--- src/hw/rtl/tberc_pkg.sv ---
package tberc_pkg;

    // Defaults for the top-level parameters
    localparam int SAMPLE_WIDTH_DEF = 16;
    localparam int COUNT_WIDTH_DEF  = 32;

    // Fixed field widths of the configuration and the result word
    localparam int THRESH_WIDTH = 16;
    localparam int OUT_WIDTH    = 32;
    localparam int FRAC_BITS    = 16;
    localparam int RATE_WIDTH   = FRAC_BITS + 1;

    // APB side
    localparam int APB_DATA_WIDTH = 32;
    localparam int APB_ADDR_WIDTH = 3;

    // Register indexes
    localparam logic REG_ZERO_THRESHOLD = 1'b0;

endpackage

--- src/hw/rtl/tberc_sym_if.sv ---
interface tberc_sym_if #(
    parameter int SAMPLE_WIDTH = tberc_pkg::SAMPLE_WIDTH_DEF
);
    logic                           valid;
    logic                           ready;
    logic signed [SAMPLE_WIDTH-1:0] est_real;
    logic signed [SAMPLE_WIDTH-1:0] est_imag;
    logic signed [SAMPLE_WIDTH-1:0] true_real;
    logic signed [SAMPLE_WIDTH-1:0] true_imag;
    logic                           is_pilot;
    logic                           last_item;

    modport source (
        output valid, est_real, est_imag, true_real, true_imag, is_pilot, last_item,
        input  ready
    );

    modport sink (
        input  valid, est_real, est_imag, true_real, true_imag, is_pilot, last_item,
        output ready
    );
endinterface

--- src/hw/rtl/tberc_res_if.sv ---
interface tberc_res_if;
    logic                                 valid;
    logic                                 ready;
    logic [tberc_pkg::OUT_WIDTH-1:0]      error_bits;
    logic [tberc_pkg::OUT_WIDTH-1:0]      counted_bits;
    logic [tberc_pkg::RATE_WIDTH-1:0]     error_rate;
    logic                                 no_bits;

    modport source (
        output valid, error_bits, counted_bits, error_rate, no_bits,
        input  ready
    );

    modport sink (
        input  valid, error_bits, counted_bits, error_rate, no_bits,
        output ready
    );
endinterface

--- src/hw/rtl/ternary_bit_error_rate_counter.sv ---
// Bit error rate counter for QPSK symbols with an extra zero symbol.
//
// sym (sink): one word per symbol - estimate, truth, pilot flag and a
//   last flag. Data words are counted in the cycle they are accepted, so
//   a stream of non-last words runs at one word per cycle.
// res (source): one word per measured block, given after the word marked
//   last: error count, bit count, Q1.16 error rate and an empty flag.
// cfg (APB): zero_threshold at byte address 0, written in the access
//   phase; pready is tied high. Write only while the block is idle.
//
// Divide after a last word: one shared subtractor runs a restoring divide,
// one compare step plus one step per fraction bit, then ST_HOLD moves the
// result into the result register. The early cases (no bits counted, error
// rate of one) end after the compare step. sym.ready is low from the last
// word until the result has gone into the output register.
// The result register holds its word until res.ready; while it is full a
// new block may be counted, and the next block result waits in the
// sequencer. Reset clears the counters, the threshold and res.valid.
module ternary_bit_error_rate_counter #(
    parameter int SAMPLE_WIDTH = tberc_pkg::SAMPLE_WIDTH_DEF,
    parameter int COUNT_WIDTH  = tberc_pkg::COUNT_WIDTH_DEF
) (
    input  logic                                   clk,
    input  logic                                   rst_n,
    tberc_sym_if.sink                              sym,
    tberc_res_if.source                            res,
    input  logic                                   psel,
    input  logic                                   penable,
    input  logic                                   pwrite,
    input  logic [tberc_pkg::APB_ADDR_WIDTH-1:0]   paddr,
    input  logic [tberc_pkg::APB_DATA_WIDTH-1:0]   pwdata,
    output logic [tberc_pkg::APB_DATA_WIDTH-1:0]   prdata,
    output logic                                   pready
);

    localparam int TW     = tberc_pkg::THRESH_WIDTH;
    localparam int OW     = tberc_pkg::OUT_WIDTH;
    localparam int RW     = tberc_pkg::RATE_WIDTH;
    localparam int FB     = tberc_pkg::FRAC_BITS;
    localparam int DW     = tberc_pkg::APB_DATA_WIDTH;
    // L1 norm of two samples needs one bit more than a sample magnitude
    localparam int L1W    = (SAMPLE_WIDTH + 1 > TW) ? SAMPLE_WIDTH + 1 : TW;
    localparam int EXTW   = (COUNT_WIDTH > OW) ? COUNT_WIDTH : OW;
    localparam int STEP_W = $clog2(FB + 1);

    typedef enum logic [2:0] {
        ST_IDLE = 3'b001,
        ST_DIV  = 3'b010,
        ST_HOLD = 3'b100
    } state_t;

    state_t                  state_reg, state_next;
    logic [TW-1:0]           thresh_reg;
    logic [COUNT_WIDTH-1:0]  err_acc_reg, err_acc_next;
    logic [COUNT_WIDTH-1:0]  bit_acc_reg, bit_acc_next;
    logic [COUNT_WIDTH-1:0]  snap_err_reg, snap_err_next;
    logic [COUNT_WIDTH-1:0]  snap_bits_reg, snap_bits_next;
    logic [COUNT_WIDTH-1:0]  rem_reg, rem_next;
    // quotient bits before the final one; the final bit goes straight out
    logic [FB-2:0]           quo_reg, quo_next;
    logic [STEP_W-1:0]       step_reg, step_next;
    logic [RW-1:0]           rate_res_reg, rate_res_next;
    logic                    none_res_reg, none_res_next;
    logic                    out_valid_reg, out_valid_next;
    logic [OW-1:0]           out_err_reg, out_err_next;
    logic [OW-1:0]           out_bits_reg, out_bits_next;
    logic [RW-1:0]           out_rate_reg, out_rate_next;
    logic                    out_none_reg, out_none_next;

    // ---------------- configuration port ----------------
    logic cfg_wr;
    assign cfg_wr = psel && penable && pwrite
                    && (paddr[tberc_pkg::APB_ADDR_WIDTH-1] == tberc_pkg::REG_ZERO_THRESHOLD);
    assign pready = 1'b1;

    always_comb
    begin
        unique case (paddr[tberc_pkg::APB_ADDR_WIDTH-1])
            tberc_pkg::REG_ZERO_THRESHOLD: prdata = DW'(thresh_reg);
            default:                       prdata = '0;
        endcase
    end

    always_ff @(posedge clk or negedge rst_n)
    begin
        if (!rst_n)
            thresh_reg <= '0;
        else if (cfg_wr)
            thresh_reg <= pwdata[TW-1:0];
    end

    // ---------------- symbol decision ----------------
    logic [SAMPLE_WIDTH-1:0] mag_re, mag_im;
    logic [L1W-1:0]          l1;
    logic                    est_zero, true_zero;
    logic                    re_neg_e, re_pos_e, re_neg_t, re_pos_t;
    logic                    im_neg_e, im_pos_e, im_neg_t, im_pos_t;
    logic                    re_err, im_err;
    logic [1:0]              sym_errs;

    assign mag_re = sym.est_real[SAMPLE_WIDTH-1] ? (~sym.est_real + 1'b1) : sym.est_real;
    assign mag_im = sym.est_imag[SAMPLE_WIDTH-1] ? (~sym.est_imag + 1'b1) : sym.est_imag;
    assign l1        = L1W'(mag_re) + L1W'(mag_im);
    assign est_zero  = l1 < L1W'(thresh_reg);
    assign true_zero = (sym.true_real == '0);

    assign re_neg_e = sym.est_real[SAMPLE_WIDTH-1];
    assign re_pos_e = !re_neg_e && (sym.est_real != '0);
    assign re_neg_t = sym.true_real[SAMPLE_WIDTH-1];
    assign re_pos_t = !re_neg_t && (sym.true_real != '0);
    assign im_neg_e = sym.est_imag[SAMPLE_WIDTH-1];
    assign im_pos_e = !im_neg_e && (sym.est_imag != '0);
    assign im_neg_t = sym.true_imag[SAMPLE_WIDTH-1];
    assign im_pos_t = !im_neg_t && (sym.true_imag != '0);
    assign re_err   = (re_neg_e && re_pos_t) || (re_pos_e && re_neg_t);
    assign im_err   = (im_neg_e && im_pos_t) || (im_pos_e && im_neg_t);

    always_comb
    begin
        if (est_zero != true_zero)
            sym_errs = 2'd2;
        else if (!est_zero)
            sym_errs = {1'b0, re_err} + {1'b0, im_err};
        else
            sym_errs = 2'd0;
    end

    // saturating counter updates
    logic [COUNT_WIDTH:0]   err_sum, bit_sum;
    logic [COUNT_WIDTH-1:0] err_upd, bit_upd;

    assign err_sum = {1'b0, err_acc_reg} + (COUNT_WIDTH + 1)'(sym_errs);
    assign bit_sum = {1'b0, bit_acc_reg} + (COUNT_WIDTH + 1)'(2);
    assign err_upd = sym.is_pilot ? err_acc_reg
                   : (err_sum[COUNT_WIDTH] ? '1 : err_sum[COUNT_WIDTH-1:0]);
    assign bit_upd = sym.is_pilot ? bit_acc_reg
                   : (bit_sum[COUNT_WIDTH] ? '1 : bit_sum[COUNT_WIDTH-1:0]);

    // ---------------- shared divide step ----------------
    // step 0 compares errors against bits (rate of one), later steps
    // shift the remainder in one fraction bit at a time
    logic                   sym_acc;
    logic [COUNT_WIDTH:0]   trial;
    logic [COUNT_WIDTH+1:0] diff;
    logic                   ge;
    logic                   first_step;
    logic                   last_step;

    assign sym_acc    = sym.valid && sym.ready;
    assign sym.ready  = (state_reg == ST_IDLE);
    assign first_step = (step_reg == '0);
    assign last_step  = (step_reg == STEP_W'(FB));
    assign trial      = first_step ? {1'b0, rem_reg} : {rem_reg, 1'b0};
    assign diff       = {1'b0, trial} - {2'b00, snap_bits_reg};
    assign ge         = !diff[COUNT_WIDTH+1];

    logic [EXTW-1:0] err_ext, bits_ext;
    assign err_ext  = EXTW'(snap_err_reg);
    assign bits_ext = EXTW'(snap_bits_reg);

    always_comb
    begin
        state_next     = state_reg;
        err_acc_next   = err_acc_reg;
        bit_acc_next   = bit_acc_reg;
        snap_err_next  = snap_err_reg;
        snap_bits_next = snap_bits_reg;
        rem_next       = rem_reg;
        quo_next       = quo_reg;
        step_next      = step_reg;
        rate_res_next  = rate_res_reg;
        none_res_next  = none_res_reg;
        out_valid_next = out_valid_reg && !res.ready;
        out_err_next   = out_err_reg;
        out_bits_next  = out_bits_reg;
        out_rate_next  = out_rate_reg;
        out_none_next  = out_none_reg;

        unique case (state_reg)
            ST_IDLE:
            begin
                if (sym_acc)
                begin
                    if (sym.last_item)
                    begin
                        snap_err_next  = err_upd;
                        snap_bits_next = bit_upd;
                        rem_next       = err_upd;
                        quo_next       = '0;
                        step_next      = '0;
                        err_acc_next   = '0;
                        bit_acc_next   = '0;
                        state_next     = ST_DIV;
                    end
                    else
                    begin
                        err_acc_next = err_upd;
                        bit_acc_next = bit_upd;
                    end
                end
            end
            ST_DIV:
            begin
                step_next = step_reg + 1'b1;
                if (first_step)
                begin
                    if (snap_bits_reg == '0)
                    begin
                        rate_res_next = '0;
                        none_res_next = 1'b1;
                        state_next    = ST_HOLD;
                    end
                    else if (ge)
                    begin
                        rate_res_next = RW'(1) << FB;
                        none_res_next = 1'b0;
                        state_next    = ST_HOLD;
                    end
                end
                else
                begin
                    rem_next = ge ? diff[COUNT_WIDTH-1:0] : trial[COUNT_WIDTH-1:0];
                    quo_next = {quo_reg[FB-3:0], ge};
                    if (last_step)
                    begin
                        rate_res_next = {1'b0, quo_reg, ge};
                        none_res_next = 1'b0;
                        state_next    = ST_HOLD;
                    end
                end
            end
            ST_HOLD:
            begin
                if (!out_valid_reg || res.ready)
                begin
                    out_valid_next = 1'b1;
                    out_err_next   = err_ext[OW-1:0];
                    out_bits_next  = bits_ext[OW-1:0];
                    out_rate_next  = rate_res_reg;
                    out_none_next  = none_res_reg;
                    state_next     = ST_IDLE;
                end
            end
            default:
            begin
                state_next = ST_IDLE;
            end
        endcase
    end

    always_ff @(posedge clk or negedge rst_n)
    begin
        if (!rst_n)
        begin
            state_reg     <= ST_IDLE;
            err_acc_reg   <= '0;
            bit_acc_reg   <= '0;
            step_reg      <= '0;
            out_valid_reg <= 1'b0;
        end
        else
        begin
            state_reg     <= state_next;
            err_acc_reg   <= err_acc_next;
            bit_acc_reg   <= bit_acc_next;
            step_reg      <= step_next;
            out_valid_reg <= out_valid_next;
        end
    end

    always_ff @(posedge clk)
    begin
        snap_err_reg  <= snap_err_next;
        snap_bits_reg <= snap_bits_next;
        rem_reg       <= rem_next;
        quo_reg       <= quo_next;
        rate_res_reg  <= rate_res_next;
        none_res_reg  <= none_res_next;
        out_err_reg   <= out_err_next;
        out_bits_reg  <= out_bits_next;
        out_rate_reg  <= out_rate_next;
        out_none_reg  <= out_none_next;
    end

    assign res.valid        = out_valid_reg;
    assign res.error_bits   = out_err_reg;
    assign res.counted_bits = out_bits_reg;
    assign res.error_rate   = out_rate_reg;
    assign res.no_bits      = out_none_reg;

`ifndef SYNTHESIS
    // at most two errors per two counted bits, saturation included
    a_err_le_bits: assert property (@(posedge clk) disable iff (!rst_n)
        err_acc_reg <= bit_acc_reg)
        else $error("error count above bit count");

    a_clear_on_last: assert property (@(posedge clk) disable iff (!rst_n)
        (sym.valid && sym.ready && sym.last_item) |=>
            (err_acc_reg == '0) && (bit_acc_reg == '0) && !sym.ready)
        else $error("counters not cleared or still ready after last word");

    a_result_from_hold: assert property (@(posedge clk) disable iff (!rst_n)
        $rose(out_valid_reg) |-> $past(state_reg == ST_HOLD))
        else $error("result word without a finished divide");

    a_rate_range: assert property (@(posedge clk) disable iff (!rst_n)
        res.valid |-> (!res.error_rate[RW-1] || (res.error_rate[FB-1:0] == '0))
                      && (!res.no_bits || (res.error_rate == '0)))
        else $error("error rate out of range");
`endif

endmodule
--- src/flat_wrapper.sv ---
// flat-port wrapper written by rule: the top's interface ports become plain ports
module ternary_bit_error_rate_counter_flat 
#(
    parameter int SAMPLE_WIDTH = tberc_pkg::SAMPLE_WIDTH_DEF,
    parameter int COUNT_WIDTH  = tberc_pkg::COUNT_WIDTH_DEF
)
  (clk, rst_n, psel, penable, pwrite, paddr, pwdata, prdata, pready, sym_valid, sym_est_real, sym_est_imag, sym_true_real, sym_true_imag, sym_is_pilot, sym_last_item, sym_ready, res_valid, res_error_bits, res_counted_bits, res_error_rate, res_no_bits, res_ready);
  tberc_sym_if #(.SAMPLE_WIDTH(SAMPLE_WIDTH)) sym_i ();
  tberc_res_if res_i ();
  input  logic clk;
  input  logic rst_n;
  input  logic psel;
  input  logic penable;
  input  logic pwrite;
  input  logic [tberc_pkg::APB_ADDR_WIDTH-1:0] paddr;
  input  logic [tberc_pkg::APB_DATA_WIDTH-1:0] pwdata;
  output logic [tberc_pkg::APB_DATA_WIDTH-1:0] prdata;
  output logic pready;
  input wire logic [$bits(sym_i.valid)-1:0] sym_valid;
  input wire logic [$bits(sym_i.est_real)-1:0] sym_est_real;
  input wire logic [$bits(sym_i.est_imag)-1:0] sym_est_imag;
  input wire logic [$bits(sym_i.true_real)-1:0] sym_true_real;
  input wire logic [$bits(sym_i.true_imag)-1:0] sym_true_imag;
  input wire logic [$bits(sym_i.is_pilot)-1:0] sym_is_pilot;
  input wire logic [$bits(sym_i.last_item)-1:0] sym_last_item;
  output wire logic [$bits(sym_i.ready)-1:0] sym_ready;
  output wire logic [$bits(res_i.valid)-1:0] res_valid;
  output wire logic [$bits(res_i.error_bits)-1:0] res_error_bits;
  output wire logic [$bits(res_i.counted_bits)-1:0] res_counted_bits;
  output wire logic [$bits(res_i.error_rate)-1:0] res_error_rate;
  output wire logic [$bits(res_i.no_bits)-1:0] res_no_bits;
  input wire logic [$bits(res_i.ready)-1:0] res_ready;
  assign sym_i.valid = sym_valid;
  assign sym_i.est_real = sym_est_real;
  assign sym_i.est_imag = sym_est_imag;
  assign sym_i.true_real = sym_true_real;
  assign sym_i.true_imag = sym_true_imag;
  assign sym_i.is_pilot = sym_is_pilot;
  assign sym_i.last_item = sym_last_item;
  assign sym_ready = sym_i.ready;
  assign res_valid = res_i.valid;
  assign res_error_bits = res_i.error_bits;
  assign res_counted_bits = res_i.counted_bits;
  assign res_error_rate = res_i.error_rate;
  assign res_no_bits = res_i.no_bits;
  assign res_i.ready = res_ready;
  ternary_bit_error_rate_counter #(.SAMPLE_WIDTH(SAMPLE_WIDTH), .COUNT_WIDTH(COUNT_WIDTH)) u_core (.clk(clk), .rst_n(rst_n), .sym(sym_i), .res(res_i), .psel(psel), .penable(penable), .pwrite(pwrite), .paddr(paddr), .pwdata(pwdata), .prdata(prdata), .pready(pready));
endmodule
--- config.mk ---
export PLATFORM = sky130hd
export DESIGN_NAME = ternary_bit_error_rate_counter_flat
export DESIGN_NICKNAME = d
export VERILOG_FILES = /design/src/hw/rtl/tberc_pkg.sv /design/src/hw/rtl/tberc_sym_if.sv /design/src/hw/rtl/tberc_res_if.sv /design/src/hw/rtl/ternary_bit_error_rate_counter.sv /design/src/flat_wrapper.sv
export SDC_FILE = /design/constraint.sdc
export NUM_CORES = 1
export LEC_CHECK = 0
export BUFFER_PORTS_ARGS = -buffer_cell sky130_fd_sc_hd__buf_2
export CAP_MARGIN = 5
export CORE_UTILIZATION = 35
export DETAILED_ROUTE_END_ITERATION = 8
export PLACE_DENSITY_LB_ADDON = 0.25
export SLEW_MARGIN = 10
export SYNTH_ARGS = -nofsm -noshare
export SYNTH_HDL_FRONTEND = slang
export SYNTH_SLANG_ARGS = --single-unit
--- constraint.sdc ---
create_clock -name clk -period 15.23 [get_ports clk]
set_input_delay 3.046 -clock clk [delete_from_list [all_inputs] [get_ports clk]]
set_output_delay 3.046 -clock clk [all_outputs]
set_load 0.01 [all_outputs]
Yosys cells after proc, flatten, opt, wreduce, memory -nomap -nowiden. Cells that the tools add are included.

Register bits after elaboration: 300. Input bits: 108. Word-level logic and storage cells: 121.

$add $sub $neg: 8. $lt $le $gt $ge: 1. Equal/unequal tests: 12. Muxes and demuxes: 42. Bitwise logic cells: 3. Reduce and logical (&&, ||, !) cells: 39.

Operator list (count): $mux W32 (10); $mux W17 (4); $pmux W32 S2 (1); $reduce_bool A16 Y1 (4); $mux W16 (3); $mux W15 (3); $sub A33 B32 Y34 (1); $add A32 B2 Y33 (1); $add A32 B2 Y33 const B (1); $mux W33 (1); $add A16 B1 Y16 const B (2); $logic_not A32 Y1 (1); $not A16 Y16 (2); $pmux W15 S2 (1); $mux W3 (7); $add A16 B16 Y17 (1); $lt A17 B16 Y1 (1); $logic_not A16 Y1 (1); $logic_and A1 B1 Y1 (13); $mux W5 (2); $pmux W5 S2 (1); $pmux W3 S3 (1); $reduce_and A3 Y1 (3); $logic_not A1 Y1 (7); 21 further kinds (33).

Depth between registers and ports, before layout. Gate-level depths: netlist of the first run.

Depth after elaboration: 13. Gate-level depth with buffers: 34.

Least setup slack after synthesis of the first run. Ideal clock, no wire load.

Path type: input to register. From: in sym_est_imag[1]. To: reg u_core.rem_reg[10] (data pin). Data arrival time: 8.401 ns. Data required time: 14.956 ns. Slack: 6.555 ns. Stages on the path: 32. Buffers on the path: 2. Cells stage by stage: inv_1 > ha_1 > nand2_1 > o21ai_0 > inv_1 > fa_1 > nor2b_1 > o21ai_0 > a21oi_1 > o2111ai_1 > a21boi_0 > o21a_1 > nor2_1 > ha_1 > a21o_1 > a21o_1 > o21ai_0 > o21bai_1 > a21oi_1 > o21a_1 > o211ai_1 > and3b_1 > ha_1 > fa_1 > nor2b_1 > nand2_1 > nor2_1 > and3_1 > nand2_1 > clkbuf_1 > buf_1 > a31oi_1.

Cells in the longest elaborated chain, start to end: 13.

RTL lines: start, declared (line flat_wrapper.sv:21) `input wire logic [$bits(sym_i.est_imag)-1:0] sym_est_imag;`; $not A16 Y16 or $reduce_bool A16 Y1 (tied branches) (line ternary_bit_error_rate_counter.sv:102, ternary_bit_error_rate_counter.sv:112); $add A16 B1 Y16 or $logic_and A1 B1 Y1 (tied branches) (line ternary_bit_error_rate_counter.sv:102, ternary_bit_error_rate_counter.sv:112); $mux W16 or $logic_and A1 B1 Y1 (tied branches) (line ternary_bit_error_rate_counter.sv:102, ternary_bit_error_rate_counter.sv:116); $add A16 B16 Y17 or $logic_or A1 B1 Y1 (tied branches) (line ternary_bit_error_rate_counter.sv:103, ternary_bit_error_rate_counter.sv:116); $lt A17 B16 Y1 or $add A1 B1 Y2 (tied branches) (line ternary_bit_error_rate_counter.sv:104, ternary_bit_error_rate_counter.sv:123); $mux W2 or $ne A1 B1 Y1 (tied branches) (line ternary_bit_error_rate_counter.sv:122, ternary_bit_error_rate_counter.sv:120); $mux W2 (*) (line ternary_bit_error_rate_counter.sv:120) `if (est_zero != true_zero)`; $add A32 B2 Y33 (*) (line ternary_bit_error_rate_counter.sv:132) `assign err_sum = {1'b0, err_acc_reg} + (COUNT_WIDTH + 1)'(sym_errs);`; $mux W32 (*) (line ternary_bit_error_rate_counter.sv:135) `: (err_sum[COUNT_WIDTH] ? '1 : err_sum[COUNT_WIDTH-1:0]);`; $mux W32 (*) (line ternary_bit_error_rate_counter.sv:134) `assign err_upd = sym.is_pilot ? err_acc_reg`; $mux W32 (*) (line ternary_bit_error_rate_counter.sv:184) `if (sym.last_item)`; $mux W32 (*) (line ternary_bit_error_rate_counter.sv:182) `if (sym_acc)`; $pmux W32 S2 (*) (line ternary_bit_error_rate_counter.sv:179) `unique case (state_reg)`; named net u_core.rem_next[10] (line ternary_bit_error_rate_counter.sv:58) `logic [COUNT_WIDTH-1:0] rem_reg, rem_next;`; end signal, assigned (line ternary_bit_error_rate_counter.sv:275) `rem_reg <= rem_next;`; end, declared (line ternary_bit_error_rate_counter.sv:58).

Mark *: on every way through the listed nets, which the timed path passes. The rest lies on a longest branch. The select of a mux whose other input is x is not followed. A chain may end at the register's enable or synchronous reset.

Worst setup path after layout of the first run.
From: in sym_est_imag[0]. To: reg u_core.rem_reg[19] (data pin).

Cells in the longest elaborated chain, start to end: 13.

RTL lines: $not A16 Y16 or $reduce_bool A16 Y1 (tied branches) (line ternary_bit_error_rate_counter.sv:102, ternary_bit_error_rate_counter.sv:112); $add A16 B1 Y16 or $logic_and A1 B1 Y1 (tied branches) (line ternary_bit_error_rate_counter.sv:102, ternary_bit_error_rate_counter.sv:112); $mux W16 or $logic_and A1 B1 Y1 (tied branches) (line ternary_bit_error_rate_counter.sv:102, ternary_bit_error_rate_counter.sv:116); $add A16 B16 Y17 or $logic_or A1 B1 Y1 (tied branches) (line ternary_bit_error_rate_counter.sv:103, ternary_bit_error_rate_counter.sv:116); $lt A17 B16 Y1 or $add A1 B1 Y2 (tied branches) (line ternary_bit_error_rate_counter.sv:104, ternary_bit_error_rate_counter.sv:123); $mux W2 or $ne A1 B1 Y1 (tied branches) (line ternary_bit_error_rate_counter.sv:122, ternary_bit_error_rate_counter.sv:120); $mux W2 (*) (line ternary_bit_error_rate_counter.sv:120); $add A32 B2 Y33 (*) (line ternary_bit_error_rate_counter.sv:132); $mux W32 (*) (line ternary_bit_error_rate_counter.sv:135); $mux W32 (*) (line ternary_bit_error_rate_counter.sv:134); named net u_core.err_upd[19] (line ternary_bit_error_rate_counter.sv:130) `logic [COUNT_WIDTH-1:0] err_upd, bit_upd;`; $mux W32 (*) (line ternary_bit_error_rate_counter.sv:184); $mux W32 (*) (line ternary_bit_error_rate_counter.sv:182); $pmux W32 S2 (*) (line ternary_bit_error_rate_counter.sv:179); named net u_core.rem_next[19] (line ternary_bit_error_rate_counter.sv:58).

Marks and branches as above.

==> impl_results.md, run 1 <==
* Status: complete, but fails checks
* Final Cycle Share at ~64%
* # Max-Cap Violations at 0
* CTS tree: built
* Avg Synthesized Cell Area at around 11 um2
* Critical Path Most Common Cell: o21ai_0
* FF-to-FF setup slack at approximately 10,000 ps
* Area grow syn2layout at 16.0%
* R2R cell count at 20
* Worst path arrival time at 9990 ps
* Vias/cell at between 5 and 6
* Violated checks: DRC
* CP Launch Type: input port
* Inst Count DP at between 2,000 and 2,500
* Slew @ Worst Pin at between 900 and 1000 ps
* CTS H-tree depth at 2
* Sequential area share after synthesis at between 50% and 60%
* DRT iter0 DRCs at between 700 and 800
* Hold endpoint: u_core.res.error_bits[8]
* Grt ovf at 0
* IO Pins at ~230
* Total CTS buffers at 36
* Fmax at around 100 MHz
* Worst Skew at about 15 ps
* CP startpoint: sym_est_imag[0]
* HP Start: u_core.err_ext[8]
* Final wirelength at roughly 40,000 um
* Worst-path clk slew at roughly 60 ps
* Pin count of the biggest net entering global routing at 89
* Max-slew headroom at between 30% and 40%
* Starting Density at 35.7%
* Chip Height at 220 um
* Post-synth EDFFs at ~210
* Crit-path max FO at 29
* Final GP Congestion at 0.895
* Slew Limit Fails at 0
* Finished Cell Area at around 19,000 um2
* Root buf cell: clkbuf_16
* Unrepaired setup endpoints after global routing: false
* # resized after CTS at 0
* Die area at about 50,000 um2
* Post-CTS Setup Repair Bufs at 0
* R2R Path End: u_core.rem_reg[19]
* Port Buffers at roughly 190
* Flops & latches, synth at 300
* WL/cell at 17.3 um
* Rows at 79
* Worst EP required at ~16,000 ps
* Overall die width at 220 um
* Power per cell area at between 100 and 150 nW/um2
* Layout cells sized above 1 at 18.8%
* Post-DP HPWL at slightly below 30,000 um
* Tot Pwr at 2.47 mW
* Nets@finish at about 1,900
* DRT Pass-1 Iters at 7
* CP max-delay cell: fa_1
* Fin cells at 2,363
* Peak supply drop at slightly above 60 uV
* Post-DP Area at between 15,000 and 20,000 um2
* Clock Latency Late Sink at between 500 and 600 ps
* Buffers & Inverters on Critical Path at 4
* Cell family with the largest share of critical-path delay: compound AO/OA/AOI/OAI gates
* Hold path cells at 0
* Pleak at between 8 and 9 nW
* Vias in the first global route at between 10,000 and 15,000
* Crit. End Element: register
* Initial antenna violation count at 2
* Final setup violating endpoints at 0
* Vias at about 12,000
* Clock Sinks at 300
* First-pass GRT wire length at approximately 64,000 um
* # DRC at 7
* Post-route ant nets at 0
* Syn Inst Count at about 1,600
* Dominant synthesized flop cell: edfxtp_1
* WS Path Type: in -> reg
* GRT Total Usage at ~17%
* Period minus WS final at about 9700 ps
* Synth unique cells at between 60 and 70
* # hold bufs at CTS at 0
* Setup tns final at 0 ps
* Largest stage delay on the critical path at ~470 ps
* Core area at approximately 47,000 um2
* Final hold vios at 0
* Hold slack at roughly 420 ps
* Max clock buf depth at 3
* Cell area after synthesis at 16,700 um2
* Yosys warns at 0
* Share of flip-flops with an asynchronous set or reset at roughly 30%
* HP Class: reg -> reg
* RR Startpoint: u_core.thresh_reg[10]
==> worst max-delay path by stage <==
stage / slack (ps) / cells past startpoint / endpoint
floorplan: 6550 / 32 / u_core.rem_reg[10]
CTS: 5650 / 33 / u_core.rem_reg[19]
global placement: 5150 / 33 / u_core.rem_reg[19]
global route: 5050 / 34 / u_core.rem_reg[7]
finish: 5550 / 33 / u_core.rem_reg[19]
detailed placement: 5100 / 33 / u_core.rem_reg[19]
==> per-stage QoR <==
stage / worst slack (ps) / utilization (%)
2_1_floorplan: 6550 / -
3_3_place_gp: 5150 / 38.8
3_5_place_dp: 5100 / 38.8
4_1_cts: 5650 / 41.4
5_1_grt: 5050 / 41.4
6_report: 5550 / 41.4
==> final cells by class <==
| class | count | area, um2 |
|---|---|---|
| antenna | 1 | 2.50 |
| clock buffer | 45 | 975 |
| clock inverter | 20 | 210 |
| fill | 4529 | 27400 |
| inverter | 77 | 289 |
| multi-input combinational | 1112 | 7510 |
| sequential | 300 | 8560 |
| tap | 607 | 759 |
| timing repair buffer | 201 | 1050 |
==> Yosys cell counts, drive strengths merged (10+ instances only) <==
library cell	n	share of area, %
a31oi	35	1.3
nand2b	17	0.64
a41oi	11	0.62
nand4	25	0.94
nor4	18	0.67
o21ai	57	1.7
inv	77	1.7
mux2	52	3.5
a21oi	110	3.3
mux2i	10	0.60
nor2	111	2.5
ha	71	5.3
xor2	48	2.5
o21a	15	0.67
buf	29	1.1
and2	43	1.6
and3	23	0.86
o22a	28	1.5
edfxtp	211	38
nor2b	21	0.79
clkbuf	63	1.4
xnor2	63	3.3
dfrtp	88	13
a21o	26	1.2
nor3	25	0.75
nand2	134	3.0
nand3	34	1.0
a22o	29	1.5
a211oi	14	0.69
==> kinds of logic (layout without fill, tap and decap cells) <==
logic type | after synthesis | after routing | share of synthesized area (%)
simple gates | 477 | 477 | 14.0
compound gates | 371 | 371 | 14.8
flops | 300 | 300 | 51.3
buf+inv | 169 | 343 | 4.27
xor+xnor | 111 | 111 | 5.82
fa+ha+maj | 74 | 74 | 5.68
mux | 62 | 62 | 4.11
other cells | 2 | 18 | 0.0450
==> metal layers <==
| layer | GRT usage, % | up-vias | wire length, um |
|---|---|---|---|
| met5 | 0 | - | 12 |
| met1 | 22.5 | 5929 | 18400 |
| li1 | - | 6027 | - |
| met3 | 3.04 | 52 | 1870 |
| met4 | 4.64 | 2 | 766 |
| met2 | 28.0 | 263 | 19800 |
==> where the power goes <==
part	leakage, nW	internal, mW	switching (mW)	total [mW]
Sequential	3.16	0.927	0.0280	0.955
Combinational	4.45	0.268	0.385	0.653
Clock	0.574	0.510	0.353	0.863
==> layout by cell type (no fill, tap or decap), types with 10 or more instances in the layout <==
master     Yosys  routed
nor3_1        25      25
xnor2_1       63      63
nand4_1       25      25
mux2i_1       10      10
a211oi_1      12      12
xor2_1        48      48
a21oi_1      109     109
nor2_1       111     108
a22o_1        29      29
edfxtp_1     211     211
nand3_1       34      34
nor2b_1       21      21
nor4_1        18      18
conb_1         2      17
buf_4         19      12
and2_1        43      43
inv_1         77      76
nand2_1      134     132
o21a_1        15      15
o21ai_0       57      56
ha_1          71      71
nand2b_1      17      17
a31oi_1       35      35
a21o_1        26      26
mux2_2        52      52
and3_1        23      23
clkbuf_16      0      36
o22a_1        28      28
a41oi_1       10      10
dfrtp_1       88      88
buf_2          6     188
Power figures use the tool's default switching activity.
==> run 2, diff against run 1 <==
==> constraint.sdc (replaced) <==
create_clock -name clk -period 8.3 [get_ports clk]
set_input_delay 1.66 -clock clk [delete_from_list [all_inputs] [get_ports clk]]
set_output_delay 1.66 -clock clk [all_outputs]
set_load 0.01 [all_outputs]
==> impl_results.md, run 2 (same netlist as run 1, synthesis figures left out) <==
* Power per cell area at 235 nW/um2
* Max-slew headroom at about 21%
* Starting Density at between 30% and 40%
* Sequential cell area at around 8600 um2
* Overall die width at between 200 and 250 um
* WL/cell at between 15 and 20 um
* Chip Height at 220 um
* # Max-Cap Violations at 0
* Final hold vios at 0
* Crit. End Element: register
* Final setup violating endpoints at 0
* Worst Skew at roughly 16 ps
* CTS tree: built
* Area grow syn2layout at 16.1%
* Slew @ Worst Pin at between 1000 and 1500 ps
* Worst-path clk slew at around 60 ps
* Max clock buf depth at 3
* Final Cycle Share at 92.6%
* Vias in the first global route at between 10,000 and 15,000
* Footprint of the multi-input gates at between 7000 and 8000 um2
* Initial antenna violation count at 1
* Final GP Congestion at between 0.8 and 0.9
* First-pass GRT wire length at ~65,000 um
* Root buf cell: clkbuf_16
* Tot Pwr at 4.56 mW
* Setup tns final at 0 ps
* WS Path Type: in -> reg
* Nets@finish at between 1,500 and 2,000
* Clock Sinks at 300
* Fmax at around 130 MHz
* # hold bufs at CTS at 0
* Core area at ~47,000 um2
* Die area at 48,600 um2
* HP Class: reg -> reg
* GRT Total Usage at 17.3%
* Worst EP required at 8560 ps
* Post-DP HPWL at about 30,000 um
* Clock Latency Late Sink at 540 ps
* Vias at 12,345
* Vias/cell at 5.22
* # resized after CTS at 0
* CP Launch Type: input port
* Grt ovf at 0
* Violated checks: DRC
* Status: complete, but fails checks
* Most frequent cells in the layout: 211 x edfxtp_1, 188 x buf_2, 132 x nand2_1, 109 x a21oi_1, 108 x nor2_1
* # fillers at between 4,000 and 5,000
* CTS H-tree depth at 2
* Ant. Diodes at 0
* Final wirelength at between 40,000 and 50,000 um
* Port Buffers at between 150 and 200
* Rows at between 70 and 80
* Post-route ant nets at 0
* Pin count of the biggest net entering global routing at 88
* Commonest non-fill, non-tap cell in the layout: edfxtp_1
* DRT iter0 DRCs at 624
* Worst path arrival time at 7940 ps
* Largest stage delay on the critical path at 770 ps
* Slew Limit Fails at 0
* Unrepaired setup endpoints after global routing: false
* Crit-path max FO at 7
* Layout cells sized above 1 at about 19%
* Total CTS buffers at 37
* # DRC at 5
* DRT Pass-1 Iters at 7
* Period minus WS final at slightly below 8000 ps
* IO Pins at 225
* CP max-delay cell: nor3_1
* Pleak at 8.20 nW
* Post-CTS Setup Repair Bufs at 0
* Peak supply drop at approximately 120 uV
==> run 2: cell types whose count changed in the layout (fill, tap and decap cells not counted), moves of 2 or more <==
cell	delta
clkbuf_1	+9
clkbuf_8	-4
clkinvlp_4	-2
buf_4	+7
bufinv_16	+2
clkinv_2	-4
==> run 2: path summary, 6_finish.rpt <==
path	slack [ps]	cells after the start	endpoint	from
min	420	0	u_core.res.error_bits[10]	u_core.err_ext[10]
min reg2reg	420	0	u_core.res.error_bits[10]	u_core.err_ext[10]
max in group asynchronous	5950	2	u_core.thresh_reg[2]	rst_n
min in group asynchronous	1030	1	u_core.bit_acc_reg[14]	rst_n
max	620	32	u_core.rem_reg[26]	sym_est_imag[0]
max reg2reg	2870	17	u_core.rem_reg[20]	u_core.step_reg[0]
==> run 2: final cells by class <==
| type | instances | share of cell area, % |
|---|---|---|
| Timing Repair Buffer | 207 | 5.59 |
| Sequential cell | 300 | 44.2 |
| Clock inverter | 13 | 1.01 |
| Tap cell | 607 | 3.92 |
| Inverter | 77 | 1.49 |
| Clock buffer | 51 | 5.05 |
| Multi-Input combinational cell | 1112 | 38.8 |
==> run 2: stage by stage <==
stage	std cells	hold WS (ps)	utilization, %	instance area (um2)	worst slack [ps]
floorplan	1581	400	-	16700	1010
global placement	2303	401	39.0	18200	296
detailed placement	2303	405	39.0	18200	210
CTS	2367	417	41.5	19400	731
global route	2367	421	41.5	19400	93.8
finish	2367	416	41.5	19400	616
==> run 2: worst max-delay path, delay by kind of cell <==
family	cells	cell delay, ps
and+or+nand+nor	9	1880
muxes	1	330
AOI/OAI and AO/OA	14	2330
adders and majority gates	4	1300
xor gates and xnor gates	1	170
buffers and inverters	3	270
==> run 2: routing by layer <==
layer,part of all wire [%],global-route usage (%),wire length [um]
met5,0.024,0,10
met4,2.3,5.75,943
met3,4.4,2.68,1810
met2,49,29.3,20100
met1,45,22.5,18600
==> run 2: power breakdown <==
group | internal (mW) | leakage, nW | switching, mW
Clock | 0.979 | 0.562 | 0.616
Combinational | 0.495 | 4.48 | 0.715
Sequential | 1.70 | 3.16 | 0.0516
==> run 3, diff against run 2 <==
--- a/config.mk
+++ b/config.mk
@@ -7,7 +7,7 @@
 export LEC_CHECK = 0
 export BUFFER_PORTS_ARGS = -buffer_cell sky130_fd_sc_hd__buf_2
 export CAP_MARGIN = 5
-export CORE_UTILIZATION = 35
+export CORE_UTILIZATION = 30
 export DETAILED_ROUTE_END_ITERATION = 8
 export PLACE_DENSITY_LB_ADDON = 0.25
 export SLEW_MARGIN = 10
==> impl_results.md, run 3 (same netlist as run 1, synthesis figures left out) <==
* WL/cell at about 17 um
* CP max-delay cell: fa_1
* Max Used Layer: met5
* IO Pins at between 200 and 250
* Root buf cell: clkbuf_16
* Max clock buf depth at 3
* Nets@finish at between 1,500 and 2,000
* Slew Limit Fails at 0
* # fillers at between 5,000 and 6,000
* First-pass GRT wire length at between 60,000 and 70,000 um
* Final Cycle Share at between 90% and 100%
* Initial antenna violation count at 1
* WS Path Type: in -> reg
* Pin count of the biggest net entering global routing at 83
* Rows at 86
* DRT Pass-1 Iters at 8
* Post-DP Area at approximately 18,000 um2
* Vias in the first global route at 12,066
* CP Launch Type: input port
* Post-route ant nets at 0
* Pleak at a little over 8 nW
* Max-slew headroom at between 20% and 30%
* # DRC at 0
* Core Util, Final at 35.7%
* Clock Sinks at 300
* Overall die width at 238 um
* Vias at between 10,000 and 15,000
* Final hold vios at 0
* R2R cell count at 16
* # hold bufs at CTS at 0
* Crit-path max FO at 13
* Worst EP required at about 8600 ps
* Status: finished clean
* Final GP Congestion at ~0.83
* # resized after CTS at 0
* CTS tree: built
* Most frequent cells in the layout: 211 x edfxtp_1, 188 x buf_2, 132 x nand2_1, 109 x a21oi_1, 108 x nor2_1
* GRT Total Usage at between 10% and 20%
* Finished Cell Area at just under 20,000 um2
* Unrepaired setup endpoints after global routing: false
* Core area at 55,000 um2
* Final setup violating endpoints at 0
* Final wirelength at approximately 42,000 um
* Largest stage delay on the critical path at 460 ps
* DRT iter0 DRCs at between 700 and 800
* Vias/cell at 4.92
* Slew @ Worst Pin at 1090 ps
* Sequential cell area at around 8600 um2
* Commonest non-fill, non-tap cell in the layout: edfxtp_1
* Post-Route M1 WL at 18,100 um
* Grt ovf at 0
* Post-place setup slack at 195 ps
* Period minus WS final at 7550 ps
* Hold path cells at 0
* CTS H-tree depth at 2
* FF-to-FF setup slack at between 3000 and 4000 ps
* Power per cell area at roughly 230 nW/um2
* Met3 WL post-DR at 1840 um
* Post-DP HPWL at a little over 30,000 um
* Fmax at between 100 and 150 MHz
* Footprint of the multi-input gates at around 7500 um2
* Starting Density at between 30% and 40%
* CP startpoint: sym_est_imag[0]
* Wire length on met2 at 21,400 um
* Final setup margin at around 750 ps
* Crit. End Element: register
* # Max-Cap Violations at 0
* Setup tns final at 0 ps
* Ant. Diodes at 0
* Worst path arrival time at just under 8000 ps
* Area grow syn2layout at 17.8%
* Total CTS buffers at 37
* Layout cells sized above 1 at ~19%
* Peak supply drop at approximately 140 uV
* HP Class: reg -> reg
* Port Buffers at approximately 190
* RR Startpoint: u_core.step_reg[0]
* Chip Height at 238 um
* Die area at roughly 57,000 um2
* Worst Skew at 28.3 ps
* Crit path to: u_core.rem_reg[2]
* Worst-path clk slew at about 60 ps
* Clock Latency Late Sink at 550 ps
* Critical Path Most Common Cell: o21ai_0
* R2R Path End: u_core.rate_res_reg[5]
* Post-CTS Setup Repair Bufs at 0
-- run 3: changes by cell type in the layout (fill, tap and decap cells not counted), sizes merged --
cell      previous run  this run
buf                207       212
clkbuf              51        46
clkinv               6        11
clkinvlp             1         4
bufinv               5         4
inv                 78        79
-- run 3: layer usage --
layer | vias to the layer above | global-route usage [%]
met1 | 5981 | 18.5
met3 | 63 | 2.38
met2 | 280 | 26.2
li1 | 6053 | -
met5 | - | 0
met4 | 2 | 5.00
-- run 3: worst min-delay path by stage --
stage                                       start                   endpoint  slack (ps)
final                           u_core.err_ext[9]   u_core.res.error_bits[9]         420
after global routing           u_core.err_ext[10]  u_core.res.error_bits[10]         420
after CTS                       u_core.err_ext[9]   u_core.res.error_bits[9]         420
after detailed placement       u_core.err_ext[25]  u_core.res.error_bits[25]         400
after global placement    u_core.rate_res_reg[12]  u_core.res.error_rate[12]         400
after floorplan                 u_core.err_ext[0]   u_core.res.error_bits[0]         400
-- run 3: cell type report --
cell class                      instances  share of cell area (%)
Clock buffer                           46                    5.09
Clock inverter                         21                    1.17
Inverter                               77                    1.47
Multi-Input combinational cell       1112                    38.2
Sequential cell                       300                    43.6
Tap cell                              748                    4.76
Timing Repair Buffer                  212                    5.70
-- run 3: metrics by stage --
step	power (mW)	std cells	hold WS, ps
4_1_cts	4.67	2516	418
5_1_grt	4.86	2516	422
3_3_place_gp	2.97	2449	403
6_report	4.60	2516	418
2_1_floorplan	2.69	1581	400
3_5_place_dp	2.99	2449	405
-- run 3: critical path, delay by kind of cell --
kind | cells | cell delay [ps]
buf+inv | 4 | 520
fa+ha+maj | 5 | 1610
compound gates | 15 | 2460
simple gates | 10 | 1570
-- run 3: power breakdown --
group          internal [mW]  leakage, nW  switching [mW]
logic                  0.494         4.51           0.709
registers               1.70         3.16          0.0517
clock network          0.986        0.595           0.655
total                   3.18         8.26            1.42
